<file path="config.mk">
export PLATFORM = sky130hd
export DESIGN_NAME = averaging_voltmeter_min_max
export DESIGN_NICKNAME = d
export VERILOG_FILES = /design/src/hdl/avm_pkg.sv /design/src/hdl/averaging_voltmeter_min_max.sv /design/src/hdl/avm_front.sv /design/src/hdl/avm_fifo.sv /design/src/hdl/avm_div.sv /design/src/hdl/avm_back.sv
export SDC_FILE = /design/constraint.sdc
export NUM_CORES = 1
export LEC_CHECK = 0
export BUFFER_PORTS_ARGS = -buffer_cell sky130_fd_sc_hd__buf_2
export CELL_PAD_IN_SITES_DETAIL_PLACEMENT = 1
export CELL_PAD_IN_SITES_GLOBAL_PLACEMENT = 2
export CORE_ASPECT_RATIO = 1.4
export CORE_UTILIZATION = 43
export DETAILED_ROUTE_END_ITERATION = 8
export PLACE_DENSITY_LB_ADDON = 0.1
export SLEW_MARGIN = 20
export SYNTH_ARGS = -nofsm -noshare
export SYNTH_HDL_FRONTEND = slang
export SYNTH_SLANG_ARGS = --single-unit
</file>
<file path="constraint.sdc">
create_clock -name clk_i -period 6.9 [get_ports clk_i]
set_input_delay 1.035 -clock clk_i [delete_from_list [all_inputs] [get_ports clk_i]]
set_output_delay 1.035 -clock clk_i [all_outputs]
set_load 0.005 [all_outputs]
</file>
<file path="src/hdl/avm_pkg.sv">
package avm_pkg;

  // request codes on req_type_i
  typedef enum logic [1:0] {
    REQ_SAMPLE = 2'd0,
    REQ_BYTE   = 2'd1,
    REQ_TICK   = 2'd2
  } avm_req_e;

  // commands passed from the front end to the back end
  typedef enum logic [1:0] {
    CMD_READING   = 2'd0,
    CMD_REPLY_MAX = 2'd1,
    CMD_REPLY_MIN = 2'd2,
    CMD_TICK      = 2'd3
  } avm_cmd_e;

  typedef enum logic [1:0] {
    ST_RUN   = 2'd0,
    ST_MEAN  = 2'd1,
    ST_SCALE = 2'd2
  } avm_state_e;

  typedef struct packed {
    logic       result_kind;
    logic [7:0] tx_char;
    logic       last;
    logic [6:0] segments;
    logic       high_digit_on;
  } avm_res_t;

  localparam int unsigned CMD_W      = 2;
  localparam int unsigned FIFO_DEPTH = 4;

  localparam logic [6:0] FS_RESET   = 7'd33;
  localparam logic [6:0] MAX_TENTHS = 7'd99;

  localparam logic [7:0] BCD_ZERO = 8'h00;
  localparam logic [7:0] BCD_TOP  = 8'h99;

  localparam logic       KIND_SERIAL  = 1'b0;
  localparam logic       KIND_DISPLAY = 1'b1;

  localparam logic [7:0] CHAR_UPPER_M = 8'h4D;
  localparam logic [7:0] CHAR_LOWER_M = 8'h6D;
  localparam logic [7:0] CHAR_ZERO    = 8'h30;
  localparam logic [7:0] CHAR_DOT     = 8'h2E;
  localparam logic [7:0] CHAR_VOLT    = 8'h56;
  localparam logic [7:0] CHAR_NEWLINE = 8'h0A;

  // reply is "d.dV\n"
  localparam logic [2:0] REPLY_FIRST_DIGIT = 3'd0;
  localparam logic [2:0] REPLY_DOT         = 3'd1;
  localparam logic [2:0] REPLY_LOW_DIGIT   = 3'd2;
  localparam logic [2:0] REPLY_VOLT        = 3'd3;
  localparam logic [2:0] REPLY_LAST        = 3'd4;

  // seven-segment pattern, bit0 is segment a
  function automatic logic [6:0] seg7(logic [3:0] digit);
    logic [6:0] pat;
    case (digit)
      4'h0:    pat = 7'h3F;
      4'h1:    pat = 7'h06;
      4'h2:    pat = 7'h5B;
      4'h3:    pat = 7'h4F;
      4'h4:    pat = 7'h66;
      4'h5:    pat = 7'h6D;
      4'h6:    pat = 7'h7D;
      4'h7:    pat = 7'h07;
      4'h8:    pat = 7'h7F;
      4'h9:    pat = 7'h6F;
      4'hA:    pat = 7'h77;
      4'hB:    pat = 7'h7C;
      4'hC:    pat = 7'h39;
      4'hD:    pat = 7'h5E;
      4'hE:    pat = 7'h79;
      default: pat = 7'h71;
    endcase
    return pat;
  endfunction

endpackage

</file>
<file path="src/hdl/averaging_voltmeter_min_max.sv">
// Averaging voltmeter with min/max report and a two-digit multiplexed display.
// Requests enter on push/full and are taken one per cycle while the four-entry
// command queue has room. ADC samples are summed in the front end at full rate;
// every SAMPLES_PER_READING-th sample queues a reading, which the back end turns
// into tenths of a volt in a three-stage constant-divider pipeline: the mean by
// reciprocal multiplication, then mean * full scale + half, then the division by
// 2^ADC_BITS - 1 as (x + (x >> ADC_BITS) + 1) >> ADC_BITS, saturated to 9.9 V.
// ST_SCALE then splits it into BCD and updates the running min and max. An 'M' or
// 'm' byte yields the five characters "d.dV\n" of the max or min, one per cycle
// while the output is free; a display tick yields one seven-segment update, tens
// digit first. Results leave through a one-entry output register on empty/pop, so
// with pop held the sustained rate is one result per cycle, while a pending reading
// holds later queued requests until it is stored. Samples, unknown bytes and request
// type 3 produce no result. The full-scale register has its own valid/ready channel,
// always ready; the user must write it only while idle, unchecked by the block.
module averaging_voltmeter_min_max #(
  parameter int unsigned SAMPLES_PER_READING = 8,
  parameter int unsigned ADC_BITS            = 10
) (
  input  logic                clk_i,
  input  logic                rst_ni,
  // request side
  input  logic                push,
  output logic                full,
  input  logic [1:0]          req_type_i,
  input  logic [ADC_BITS-1:0] sample_i,
  input  logic [7:0]          rx_byte_i,
  // full-scale register write
  input  logic                cfg_valid_i,
  output logic                cfg_ready_o,
  input  logic [6:0]          cfg_full_scale_tenths_i,
  // result side
  output logic                empty,
  input  logic                pop,
  output logic                result_kind_o,
  output logic [7:0]          tx_char_o,
  output logic                last_o,
  output logic [6:0]          segments_o,
  output logic                high_digit_on_o
);

  localparam int unsigned SW      = ADC_BITS + $clog2(SAMPLES_PER_READING);
  localparam int unsigned ENTRY_W = avm_pkg::CMD_W + SW;

  logic [6:0]         fs_q;
  logic               accept;
  logic               cmd_push;
  avm_pkg::avm_cmd_e  cmd_kind;
  logic [SW-1:0]      cmd_sum;
  logic [ENTRY_W-1:0] head;
  logic               head_valid, head_pop;
  logic               out_valid;
  avm_pkg::avm_res_t  out_res;

  assign accept      = push && !full;
  assign cfg_ready_o = 1'b1;

  always_ff @(posedge clk_i or negedge rst_ni) begin
    if (!rst_ni) begin
      fs_q <= avm_pkg::FS_RESET;
    end else if (cfg_valid_i) begin
      fs_q <= cfg_full_scale_tenths_i;
    end
  end

  // front end: accumulate samples, decode commands
  avm_front #(
    .ADC_BITS            (ADC_BITS),
    .SAMPLES_PER_READING (SAMPLES_PER_READING)
  ) u_front (
    .clk_i      (clk_i),
    .rst_ni     (rst_ni),
    .accept_i   (accept),
    .req_type_i (req_type_i),
    .sample_i   (sample_i),
    .rx_byte_i  (rx_byte_i),
    .cmd_push_o (cmd_push),
    .cmd_kind_o (cmd_kind),
    .cmd_sum_o  (cmd_sum)
  );

  // command queue decouples the front end from the back end
  avm_fifo #(
    .WIDTH (ENTRY_W)
  ) u_fifo (
    .clk_i   (clk_i),
    .rst_ni  (rst_ni),
    .push_i  (cmd_push),
    .data_i  ({cmd_kind, cmd_sum}),
    .full_o  (full),
    .pop_i   (head_pop),
    .valid_o (head_valid),
    .data_o  (head)
  );

  // back end: reading arithmetic, replies, display
  avm_back #(
    .ADC_BITS            (ADC_BITS),
    .SAMPLES_PER_READING (SAMPLES_PER_READING)
  ) u_back (
    .clk_i        (clk_i),
    .rst_ni       (rst_ni),
    .fs_i         (fs_q),
    .head_valid_i (head_valid),
    .head_kind_i  (avm_pkg::avm_cmd_e'(head[ENTRY_W-1 -: avm_pkg::CMD_W])),
    .head_sum_i   (head[SW-1:0]),
    .head_pop_o   (head_pop),
    .out_valid_o  (out_valid),
    .out_res_o    (out_res),
    .out_pop_i    (pop)
  );

  assign empty           = !out_valid;
  assign result_kind_o   = out_res.result_kind;
  assign tx_char_o       = out_res.tx_char;
  assign last_o          = out_res.last;
  assign segments_o      = out_res.segments;
  assign high_digit_on_o = out_res.high_digit_on;

endmodule

</file>
<file path="src/hdl/avm_front.sv">
module avm_front #(
  parameter int unsigned ADC_BITS            = 10,
  parameter int unsigned SAMPLES_PER_READING = 8
) (
  input  logic                                                   clk_i,
  input  logic                                                   rst_ni,
  input  logic                                                   accept_i,
  input  logic [1:0]                                             req_type_i,
  input  logic [ADC_BITS-1:0]                                    sample_i,
  input  logic [7:0]                                             rx_byte_i,
  output logic                                                   cmd_push_o,
  output avm_pkg::avm_cmd_e                                      cmd_kind_o,
  output logic [ADC_BITS+$clog2(SAMPLES_PER_READING)-1:0]        cmd_sum_o
);

  localparam int unsigned SW = ADC_BITS + $clog2(SAMPLES_PER_READING);
  localparam int unsigned CW = $clog2(SAMPLES_PER_READING);

  logic [SW-1:0] sum_q, sum_d;
  logic [CW-1:0] cnt_q, cnt_d;
  logic [SW-1:0] sum_next;
  logic          group_end;

  assign sum_next  = sum_q + SW'(sample_i);
  assign group_end = (cnt_q == CW'(SAMPLES_PER_READING - 1));

  // classify the request into a back-end command
  always_comb begin
    cmd_push_o = 1'b0;
    cmd_kind_o = avm_pkg::CMD_TICK;
    cmd_sum_o  = sum_next;
    case (req_type_i)
      avm_pkg::REQ_SAMPLE: begin
        if (accept_i && group_end) begin
          cmd_push_o = 1'b1;
          cmd_kind_o = avm_pkg::CMD_READING;
        end
      end
      avm_pkg::REQ_BYTE: begin
        if (accept_i && rx_byte_i == avm_pkg::CHAR_UPPER_M) begin
          cmd_push_o = 1'b1;
          cmd_kind_o = avm_pkg::CMD_REPLY_MAX;
        end else if (accept_i && rx_byte_i == avm_pkg::CHAR_LOWER_M) begin
          cmd_push_o = 1'b1;
          cmd_kind_o = avm_pkg::CMD_REPLY_MIN;
        end
      end
      avm_pkg::REQ_TICK: begin
        cmd_push_o = accept_i;
        cmd_kind_o = avm_pkg::CMD_TICK;
      end
      default: ;
    endcase
  end

  always_comb begin
    sum_d = sum_q;
    cnt_d = cnt_q;
    if (accept_i && req_type_i == avm_pkg::REQ_SAMPLE) begin
      if (group_end) begin
        sum_d = '0;
        cnt_d = '0;
      end else begin
        sum_d = sum_next;
        cnt_d = cnt_q + CW'(1);
      end
    end
  end

  always_ff @(posedge clk_i or negedge rst_ni) begin
    if (!rst_ni) begin
      sum_q <= '0;
      cnt_q <= '0;
    end else begin
      sum_q <= sum_d;
      cnt_q <= cnt_d;
    end
  end

endmodule

</file>
<file path="src/hdl/avm_fifo.sv">
module avm_fifo #(
  parameter int unsigned WIDTH = 15
) (
  input  logic             clk_i,
  input  logic             rst_ni,
  input  logic             push_i,
  input  logic [WIDTH-1:0] data_i,
  output logic             full_o,
  input  logic             pop_i,
  output logic             valid_o,
  output logic [WIDTH-1:0] data_o
);

  localparam int unsigned DEPTH = avm_pkg::FIFO_DEPTH;
  localparam int unsigned PW    = $clog2(DEPTH);
  localparam int unsigned NW    = $clog2(DEPTH + 1);

  logic [WIDTH-1:0] mem_q [DEPTH];
  logic [PW-1:0]    wr_ptr_q, rd_ptr_q;
  logic [NW-1:0]    count_q;
  logic             do_push, do_pop;

  assign full_o  = (count_q == NW'(DEPTH));
  assign valid_o = (count_q != '0);
  assign data_o  = mem_q[rd_ptr_q];
  assign do_push = push_i && !full_o;
  assign do_pop  = pop_i && valid_o;

  always_ff @(posedge clk_i) begin
    if (do_push) begin
      mem_q[wr_ptr_q] <= data_i;
    end
  end

  always_ff @(posedge clk_i or negedge rst_ni) begin
    if (!rst_ni) begin
      wr_ptr_q <= '0;
      rd_ptr_q <= '0;
      count_q  <= '0;
    end else begin
      if (do_push) wr_ptr_q <= wr_ptr_q + PW'(1);
      if (do_pop)  rd_ptr_q <= rd_ptr_q + PW'(1);
      if (do_push && !do_pop) begin
        count_q <= count_q + NW'(1);
      end else if (do_pop && !do_push) begin
        count_q <= count_q - NW'(1);
      end
    end
  end

  a_count_bound: assert property (@(posedge clk_i) disable iff (!rst_ni)
    count_q <= NW'(DEPTH))
    else $error("command queue count out of range");

  a_no_push_full: assert property (@(posedge clk_i) disable iff (!rst_ni)
    push_i |-> !full_o)
    else $error("command pushed into full queue");

endmodule

</file>
<file path="src/hdl/avm_div.sv">
module avm_div #(
  parameter int unsigned ADC_BITS            = 10,
  parameter int unsigned SAMPLES_PER_READING = 8
) (
  input  logic                                            clk_i,
  input  logic                                            rst_ni,
  input  logic                                            start_i,
  input  logic [ADC_BITS+$clog2(SAMPLES_PER_READING)-1:0] sum_i,
  input  logic [6:0]                                      fs_i,
  output logic                                            busy_o,
  output logic                                            done_o,
  output logic [6:0]                                      tenths_o
);

  localparam int unsigned SW        = ADC_BITS + $clog2(SAMPLES_PER_READING);
  // mean = (sum * RECIP) >> K is exact for every sum below 2^SW
  localparam int unsigned K         = SW + $clog2(SAMPLES_PER_READING);
  localparam int unsigned RW        = 2 * SW + 1;
  localparam longint unsigned RECIP =
    ((64'd1 << K) + 64'(SAMPLES_PER_READING) - 64'd1) / 64'(SAMPLES_PER_READING);
  localparam int unsigned NW        = ADC_BITS + 7;
  localparam int unsigned QW        = NW + 1;
  localparam int unsigned FULL_CODE = (1 << ADC_BITS) - 1;
  localparam int unsigned HALF_CODE = FULL_CODE / 2;

  logic [RW-1:0]       recip_prod;
  logic [NW-1:0]       scaled;
  logic [QW-1:0]       quot_sum;
  logic [7:0]          quot;
  logic [6:0]          tenths_d;
  logic [ADC_BITS-1:0] mean_q;
  logic [NW-1:0]       prod_q;
  logic [6:0]          tenths_q;
  logic                v1_q, v2_q, v3_q;

  // stage 1: mean by reciprocal multiplication
  assign recip_prod = RW'(sum_i) * RW'(RECIP);
  // stage 2: mean * full scale + half
  assign scaled     = NW'(mean_q) * NW'(fs_i) + NW'(HALF_CODE);
  // stage 3: x / (2^ADC_BITS - 1) = (x + (x >> ADC_BITS) + 1) >> ADC_BITS in range
  assign quot_sum   = QW'(prod_q) + QW'(prod_q >> ADC_BITS) + QW'(1);
  assign quot       = quot_sum[ADC_BITS +: 8];
  assign tenths_d   = (quot > {1'b0, avm_pkg::MAX_TENTHS}) ? avm_pkg::MAX_TENTHS
                                                            : quot[6:0];

  assign busy_o   = v1_q || v2_q;
  assign done_o   = v3_q;
  assign tenths_o = tenths_q;

  always_ff @(posedge clk_i) begin
    if (start_i) mean_q <= recip_prod[K +: ADC_BITS];
    if (v1_q) prod_q <= scaled;
    if (v2_q) tenths_q <= tenths_d;
  end

  always_ff @(posedge clk_i or negedge rst_ni) begin
    if (!rst_ni) begin
      v1_q <= 1'b0;
      v2_q <= 1'b0;
      v3_q <= 1'b0;
    end else begin
      v1_q <= start_i;
      v2_q <= v1_q;
      v3_q <= v2_q;
    end
  end

endmodule

</file>
<file path="src/hdl/avm_back.sv">
module avm_back #(
  parameter int unsigned ADC_BITS            = 10,
  parameter int unsigned SAMPLES_PER_READING = 8
) (
  input  logic                                            clk_i,
  input  logic                                            rst_ni,
  input  logic [6:0]                                      fs_i,
  input  logic                                            head_valid_i,
  input  avm_pkg::avm_cmd_e                               head_kind_i,
  input  logic [ADC_BITS+$clog2(SAMPLES_PER_READING)-1:0] head_sum_i,
  output logic                                            head_pop_o,
  output logic                                            out_valid_o,
  output avm_pkg::avm_res_t                               out_res_o,
  input  logic                                            out_pop_i
);

  // tens = (v * 205) >> 11 is exact for v below 1029
  localparam logic [14:0] TENS_MUL   = 15'd205;
  localparam int unsigned TENS_SHIFT = 11;

  avm_pkg::avm_state_e state_q, state_d;
  logic [2:0]        idx_q;
  logic [7:0]        volt_q, min_q, max_q;
  logic              low_next_q;
  logic              out_valid_q;
  avm_pkg::avm_res_t out_q;

  logic              out_free;
  logic              emit, reply_emit, tick_emit, reading_done;
  avm_pkg::avm_res_t res;
  logic              div_start, div_busy, div_done;
  logic [6:0]        div_tenths;
  logic [7:0]        reply_val;
  logic [3:0]        disp_digit;
  logic [6:0]        v_tenths;
  logic [14:0]       tens_prod;
  logic [3:0]        tens;
  logic [6:0]        ones_full;
  logic [7:0]        new_bcd;

  avm_div #(
    .ADC_BITS            (ADC_BITS),
    .SAMPLES_PER_READING (SAMPLES_PER_READING)
  ) u_div (
    .clk_i    (clk_i),
    .rst_ni   (rst_ni),
    .start_i  (div_start),
    .sum_i    (head_sum_i),
    .fs_i     (fs_i),
    .busy_o   (div_busy),
    .done_o   (div_done),
    .tenths_o (div_tenths)
  );

  assign out_free    = !out_valid_q || out_pop_i;
  assign out_valid_o = out_valid_q;
  assign out_res_o   = out_q;

  assign reply_val  = (head_kind_i == avm_pkg::CMD_REPLY_MAX) ? max_q : min_q;
  assign disp_digit = low_next_q ? volt_q[3:0] : volt_q[7:4];

  // split the saturated reading into BCD
  assign v_tenths  = div_tenths;
  assign tens_prod = 15'(v_tenths) * TENS_MUL;
  assign tens      = tens_prod[TENS_SHIFT+3:TENS_SHIFT];
  assign ones_full = v_tenths - 7'(tens) * 7'd10;
  assign new_bcd   = {tens, ones_full[3:0]};

  always_comb begin
    state_d = state_q;
    unique case (state_q)
      avm_pkg::ST_RUN: begin
        if (head_valid_i && head_kind_i == avm_pkg::CMD_READING) state_d = avm_pkg::ST_MEAN;
      end
      avm_pkg::ST_MEAN: begin
        if (div_done) state_d = avm_pkg::ST_SCALE;
      end
      avm_pkg::ST_SCALE: begin
        state_d = avm_pkg::ST_RUN;
      end
      default: state_d = avm_pkg::ST_RUN;
    endcase
  end

  always_comb begin
    head_pop_o   = 1'b0;
    emit         = 1'b0;
    reply_emit   = 1'b0;
    tick_emit    = 1'b0;
    reading_done = 1'b0;
    div_start    = 1'b0;
    res          = '0;
    unique case (state_q)
      avm_pkg::ST_RUN: begin
        if (head_valid_i) begin
          unique case (head_kind_i) inside
            avm_pkg::CMD_READING: begin
              head_pop_o = 1'b1;
              div_start  = 1'b1;
            end
            avm_pkg::CMD_REPLY_MAX, avm_pkg::CMD_REPLY_MIN: begin
              res.result_kind = avm_pkg::KIND_SERIAL;
              unique case (idx_q)
                avm_pkg::REPLY_FIRST_DIGIT:
                  res.tx_char = avm_pkg::CHAR_ZERO + {4'd0, reply_val[7:4]};
                avm_pkg::REPLY_DOT:
                  res.tx_char = avm_pkg::CHAR_DOT;
                avm_pkg::REPLY_LOW_DIGIT:
                  res.tx_char = avm_pkg::CHAR_ZERO + {4'd0, reply_val[3:0]};
                avm_pkg::REPLY_VOLT:
                  res.tx_char = avm_pkg::CHAR_VOLT;
                default: begin
                  res.tx_char = avm_pkg::CHAR_NEWLINE;
                  res.last    = 1'b1;
                end
              endcase
              if (out_free) begin
                emit       = 1'b1;
                reply_emit = 1'b1;
                head_pop_o = (idx_q == avm_pkg::REPLY_LAST);
              end
            end
            default: begin
              res.result_kind   = avm_pkg::KIND_DISPLAY;
              res.last          = 1'b1;
              res.segments      = avm_pkg::seg7(disp_digit);
              res.high_digit_on = !low_next_q;
              if (out_free) begin
                emit       = 1'b1;
                tick_emit  = 1'b1;
                head_pop_o = 1'b1;
              end
            end
          endcase
        end
      end
      avm_pkg::ST_MEAN: ;
      avm_pkg::ST_SCALE: begin
        reading_done = 1'b1;
      end
      default: ;
    endcase
  end

  always_ff @(posedge clk_i or negedge rst_ni) begin
    if (!rst_ni) begin
      state_q     <= avm_pkg::ST_RUN;
      idx_q       <= avm_pkg::REPLY_FIRST_DIGIT;
      volt_q      <= avm_pkg::BCD_ZERO;
      min_q       <= avm_pkg::BCD_TOP;
      max_q       <= avm_pkg::BCD_ZERO;
      low_next_q  <= 1'b0;
      out_valid_q <= 1'b0;
    end else begin
      state_q <= state_d;
      if (reply_emit) begin
        idx_q <= (idx_q == avm_pkg::REPLY_LAST) ? avm_pkg::REPLY_FIRST_DIGIT
                                                 : idx_q + 3'd1;
      end
      if (tick_emit) low_next_q <= !low_next_q;
      if (reading_done) begin
        volt_q <= new_bcd;
        if (new_bcd < min_q) min_q <= new_bcd;
        if (new_bcd > max_q) max_q <= new_bcd;
      end
      if (emit) begin
        out_valid_q <= 1'b1;
      end else if (out_pop_i) begin
        out_valid_q <= 1'b0;
      end
    end
  end

  always_ff @(posedge clk_i) begin
    if (emit) out_q <= res;
  end

  a_volt_bcd: assert property (@(posedge clk_i) disable iff (!rst_ni)
    (volt_q[3:0] <= 4'd9) && (volt_q[7:4] <= 4'd9))
    else $error("reading is not BCD");

  a_div_running: assert property (@(posedge clk_i) disable iff (!rst_ni)
    (state_q == avm_pkg::ST_MEAN) |-> (div_busy || div_done))
    else $error("reading sequencer waits on an idle divider");

  a_reply_held: assert property (@(posedge clk_i) disable iff (!rst_ni)
    (idx_q != avm_pkg::REPLY_FIRST_DIGIT) |->
      (head_valid_i && (head_kind_i == avm_pkg::CMD_REPLY_MAX ||
                        head_kind_i == avm_pkg::CMD_REPLY_MIN)))
    else $error("reply in progress without a reply request at the queue head");

endmodule

</file>
# Word-level counts from Yosys, hierarchy flattened
# Memories as Yosys holds them, arrays and structs flattened. A register that Yosys moved wholly into a read port is not among the register bits.
# Cells that the tools add are included.
[op_classes]
addsub = 13
n_mul = 3
order_cmp = 3
n_eq_ne = 16
mux = 44
bitwise = 2
reduce_logical = 32
[ops]
columns = ["cell", "count"]
rows = [
  ["$pmux W8 S4", 1],
  ["$mux W1", 27],
  ["$add A17 B7 Y18", 1],
  ["$add A18 B1 Y18 const B", 1],
  ["$add A17 B9 Y17 const B", 1],
  ["$mul A10 B7 Y17", 1],
  ["$eq A8 B7 Y1 const B", 2],
  ["$mul A7 B8 Y15 const B", 1],
  ["$add A6 B4 Y7 const A", 2],
  ["$add A13 B10 Y13", 1],
  ["$mux W13", 1],
  ["$mux W3", 4],
  ["$logic_and A1 B1 Y1", 10],
  ["$add A3 B1 Y3 const B", 3],
  ["$eq A3 B3 Y1 const B", 3],
  ["$gt A8 B7 Y1 const B", 1],
  ["$gt A8 B8 Y1", 1],
  ["$lt A8 B8 Y1", 1],
  ["$mux W2", 4],
  ["$mux W8", 1],
  ["$pmux W2 S2", 2],
  ["$reduce_and A2 Y1", 4],
  ["$eq A2 B1 Y1 const B", 3],
  ["$eq A2 B2 Y1 const B", 3],
  ["23 further kinds", 34],
]
[totals]
reg_bits = 109
ram_bits = 60
rom_bits = 112
out_inout_bits = 21
elab_cells = 138
n_memories = 2
[mem_list]
columns = ["memory", "words", "width", "read_ports", "rd_ports_with_merged_regs", "write_ports", "line_no", "text"]
rows = [
  ["(no name shown)", 16, 7, 1, 1, 0, "avm_pkg.sv:61", "case (digit)"],
  ["u_fifo.mem_q", 4, 15, 1, 0, 1, "avm_fifo.sv:18", "logic [WIDTH-1:0] mem_q [DEPTH];"],
]

# Longest topological paths before layout
[logic_depth]
ltp_word = 12
mapped_depth = 26
mapped_depth_nobuf = 25

# Hierarchy
# From an unflattened synthesis, not the netlist that was laid out.
[hier_totals]
hier_cells = 1019
area_unflattened_um2 = 11950.2
[by_module_without_submodules]
columns = ["mod", "instances", "cells_per_inst", "area_per_inst_um2"]
rows = [
  ["avm_div", 1, 377, 3930.0],
  ["avm_back", 1, 352, 3708.6],
  ["avm_fifo", 1, 114, 2636.3],
  ["avm_front", 1, 157, 1360.1],
  ["averaging_voltmeter_min_max", 1, 19, 315.3],
]

# Worst setup path before layout
# No wires, ideal clock.
[synth_path]
path_kind = "register to register"
from = "register u_back.u_div.tenths_q[4], in the netlist u_back.u_div.tenths_o[4]"
to = "register u_back.min_q[1]"
setup_time_ps = 77
arrival_time_ps = 5546
required_ps = 6823
slack_ps = 1277
path_stages_with_launch = 26
path_buffers = 1
cell_sequence = "edfxtp_1 ha_1 fa_1 ha_1 inv_1 fa_1 inv_1 ha_1 a21o_1 a21oi_2 a31oi_4 xnor2_2 ha_1 fa_1 xor2_1 xnor2_2 xnor2_2 ha_1 a21o_1 a21oi_1 o21ai_0 a21o_1 a211oi_2 buf_2 nor2_1 a21oi_1"
[synth_via]
elab_chain_len = 5
[synth_lines]
columns = ["item", "line_no", "text"]
rows = [
  ["from (decl)", "avm_div.sv:33", "logic [6:0] tenths_q;"],
  ["from (signal assigned)", "avm_div.sv:53", "if (v2_q) tenths_q <= tenths_d;"],
  ["$mul A7 B8 Y15", "avm_back.sv:64", "assign tens_prod = 15'(v_tenths) * TENS_MUL;"],
  ["named net u_back.tens_prod[11]", "avm_back.sv:36", "logic [14:0] tens_prod;"],
  ["$mul A4 B3 Y3", "avm_back.sv:66", "assign ones_full = v_tenths - 7'(tens) * 7'd10;"],
  ["$sub A4 B4 Y4", "avm_back.sv:66", ""],
  ["named net u_back.ones_full[3]", "avm_back.sv:38", "logic [6:0] ones_full;"],
  ["$lt A8 B8 Y1", "avm_back.sv:163", "if (new_bcd < min_q) min_q <= new_bcd;"],
  ["$reduce_and A2 Y1 (no line)", "n/a", ""],
  ["to (signal assigned)", "avm_back.sv:150", "min_q <= avm_pkg::BCD_TOP;"],
  ["to (signal assigned)", "avm_back.sv:163", ""],
  ["to (decl)", "avm_back.sv:23", "logic [7:0] volt_q, min_q, max_q;"],
]
# The timed path passes the listed nets, and every way through them passes these cells.
# A chain may end at the register's enable or synchronous reset.

# Worst setup path in the final report
[layout_path]
from = "register u_back.u_div.tenths_q[5], in the netlist u_back.u_div.tenths_o[5]"
to = "register u_back.min_q[7]"
# Same word-level chain as after synthesis.

==> metrics <==
status=complete, no violations; largest cells by area after synthesis=edfxtp_1 27%, ha_1 14%, dfrtp_1 13%; top layer used by detailed routing=met4; clk sinks=163; skew final=20.1 ps; I/O Buffers=50; Routed WL=22900 µm; Logic pwr share=0.559; CTS Buf Count=17; wire length on met3=471 µm; DR pass1 iterations=4; Post-synth EDFFs=99; Crit path max-delay family=adder cells; post-synthesis compound-gate area fraction=0.0854; Core Util, Final=0.487; Hold Path Sink=u_back.state_q[0]; internal power=0.00361 W; Via Count=6959; sequential group share of total power=0.286; synth warn=0; CP Cell Sequence=ha_1 -> fa_1 -> ha_1 -> inv_1 -> fa_1 -> inv_1 -> ha_1 -> a21o_1 -> a21oi_2 -> a21oi_2 -> nor3_1 -> xnor2_1 -> fa_1 -> xor2_1 -> xnor2_2 -> xnor2_2 -> ha_1 -> a21o_1 -> a21oi_1 -> o21ai_0 -> a21o_1 -> a211oi_2 -> buf_4 -> mux2_2; later-pin clock latency in the skew report=440 ps; Sw Share=0.416; delay of the slowest critical-path stage=500 ps; RSZ-0062 raised after global routing=false; DRT antenna net count=0; WP data arrival=6670 ps; largest net degree at the start of global routing=65; CTS hold repair buffers=0; setup TNS=0 ps; crit-path most repeated cell=ha_1; Global Route Usage Sum=0.191; clock group share of total power=0.155; Max-Cap Viols=0; Avg Cell Area, Syn=11.5 µm²; Critical Path Start Type=flop; XOR/XNOR share of the synthesized area=0.0352; num rows=68; final setup fails=0; Slew Limit Fails=0; n_diodes=0; period utilisation layout=0.914; # DRC=0; Worst Hold Class=reg2reg; initial antenna violation count=0; FMAX=0.159 GHz; Yosys reg bits=163; HPWL after DPL=17700 µm; number of global-route vias before repair=7539; Synth cell types=64; Synth Cell Area=10900 µm²; Synth Flop Type=edfxtp_1; reg-to-reg endpoint=u_back.min_q[7]; ys async rst share=0.393; Synth area leader=edfxtp_1; Buf/Inv on CP=3; vias per cell=5.26; Fillers=2656; Setup crit end kind=flop; Mapped Nets=1154; Seq/Total Area, Yosys=0.422; layout cells sized above 1=0.142; TritonCTS clock tree=built; Core Region=24800 µm²; P_sw=0.00257 W; nets=1206; worst-path maximum fanout=7; RR Startpoint=u_back.u_div.tenths_o[5]; Post-CTS Setup Repair Bufs=0; hold path startpoint=u_back.u_div.done_o; Hold Path Depth=1; Die X=136 µm; GPL Wtd Cong=0.774; CTS Root Cell=clkbuf_16; Initial Util=0.439; Iteration-0 DRC Markers=206; Worst Path Required=7260 ps; fin crit period=6310 ps; CP max-delay cell=fa_1; io pins=53; FF/Latch Area=4580 µm²; post-synthesis instance total=943; post-CTS sizing=0; Area growth syn-to-layout=11.0%; mux cell area share after synthesis=0.0612; reg-to-reg slack, setup=590 ps; Clock transition at path regs=70 ps; Adder-Cell Fraction of Synth Area=0.245; largest buffer count on any clock path=2; Reg2Reg Depth=24; main combinational cell family by area after synthesis=adder cells; Routed wire per std cell=17.3 µm; Pleak=5.38 nW; P per Cell Area=512 nW/µm²; Worst slew margin=0.343; first-pass GRT wire length=37600 µm; share of the synthesized area in the top cell type=0.273; die footprint=25900 µm²; worst slew pin tran=981 ps; Post-Synth Simple-Gate Area=0.104; final hold violations=0; Die Y=190 µm; DRT met1 WL=9200 µm; VDD IR-drop max=0.313 mV; multi-input logic area=5780 µm²; H-tree level count=4; CP Class=reg2reg; gr ovfl total=0; met2 WL=12900 µm
-- per-layer routing --
layer | track usage | vias up
met3 | 0.0301 | 21
met4 | 0.0568 | 0
met5 | 0 | -
met1 | 0.214 | 3507
met2 | 0.363 | 72
li1 | - | 3359
-- area by class of cell --
class | count | share of cell area
tap | 315 | 0.0327
clock buffer | 21 | 0.0402
inverter | 112 | 0.0349
sequential | 163 | 0.380
clock inverter | 11 | 0.00934
timing repair buffer | 55 | 0.0239
multi-input combinational | 646 | 0.479
-- worst max path at each step --
stage | startpoint | to | slack (ps) | cells past startpoint
4_1_cts | u_back.u_div.tenths_o[5] | u_back.min_q[7] | 560 | 24
3_3_place_gp | u_back.u_div.tenths_o[5] | u_back.min_q[7] | 790 | 24
6_report | u_back.u_div.tenths_o[5] | u_back.min_q[7] | 590 | 24
3_5_place_dp | u_back.u_div.tenths_o[5] | u_back.min_q[7] | 590 | 24
5_1_grt | u_back.u_div.tenths_o[4] | u_back.min_q[7] | 240 | 23
2_1_floorplan | u_back.u_div.tenths_o[4] | u_back.min_q[1] | 1280 | 25
-- Yosys cell counts, types with 6 or more instances --
master    number
or3_1          8
nand2b_1       7
a22o_1         7
nand3_1       11
inv_1        112
and2_1        36
o21ai_0       35
nor2b_1        8
nor2_1        52
o21a_1         8
ha_1         123
edfxtp_1      99
dfstp_2        6
mux2_2        24
mux4_2        12
mux2i_1       11
dfrtp_1       58
a211oi_1       6
fa_1          56
xnor2_1       27
nor3_1        18
clkbuf_1      15
a21oi_1       33
a21o_1        12
xor2_1         8
nand2_1       86
-- power by group through the flow --
stage | Clock, W | Combinational [W] | Sequential [W]
after detailed placement | 0 | 0.00351 | 0.00180
after global placement | 0 | 0.00345 | 0.00179
after global routing | 0.00101 | 0.00396 | 0.00181
final | 0.000959 | 0.00345 | 0.00177
after CTS | 0.000986 | 0.00354 | 0.00178
after floorplan | 0 | 0.00267 | 0.00167
-- cells in the final DEF (no fill, tap or decap), types with 11 or more instances in the layout --
master and instances:
and2_1 36, xnor2_1 27, mux2_2 24, mux2i_1 11, nor3_1 17, inv_1 112
buf_2 50, clkbuf_16 18, nor2_1 52, o21ai_0 35, dfrtp_1 58, a21oi_1 33
a21o_1 12, fa_1 56, nand2_1 86, edfxtp_1 99, nand3_1 11, ha_1 123
mux4_2 12
-- kinds of logic (layout without fill, tap and decap cells) --
| logic type | after synthesis | in the layout |
|---|---|---|
| buffers and inverters | 134 | 199 |
| xor gates and xnor gates | 39 | 39 |
| AOI/OAI and AO/OA | 139 | 139 |
| other | 2 | 2 |
| adders and majority gates | 179 | 179 |
| muxes | 48 | 48 |
| DFF | 163 | 163 |
| and+or+nand+nor | 239 | 239 |
-- metrics by stage --
stage | power, W | hold WS, ps | worst slack (ps) | cells | instance area, µm²
after floorplan | 0.00434 | 425 | 1280 | 943 | 10900
after global placement | 0.00524 | 449 | 790 | 1291 | 11500
after detailed placement | 0.00531 | 460 | 593 | 1291 | 11500
after CTS | 0.00631 | 469 | 562 | 1323 | 12100
after global routing | 0.00679 | 487 | 242 | 1323 | 12100
final | 0.00618 | 459 | 594 | 1323 | 12100
-- sequential cells by signal (all words and copies together) (netlist names), 2 cells and up --
signal / count
u_fifo.count_q: 3
u_back.out_res_o: 17
u_back.volt_q: 8
u_back.state_q: 2
u_back.u_div.prod_q: 17
u_back.max_q: 8
u_back.u_div.tenths_o: 7
u_front.cnt_q: 3
u_front.sum_q: 13
u_back.idx_q: 3
u_fifo.wr_ptr_q: 2
u_back.u_div.mean_q: 10
u_fifo.rd_ptr_q: 2
fs_q: 7
u_back.min_q: 8
u_fifo.mem_q: 48
Note: power is estimated with default switching activity, not from simulation.
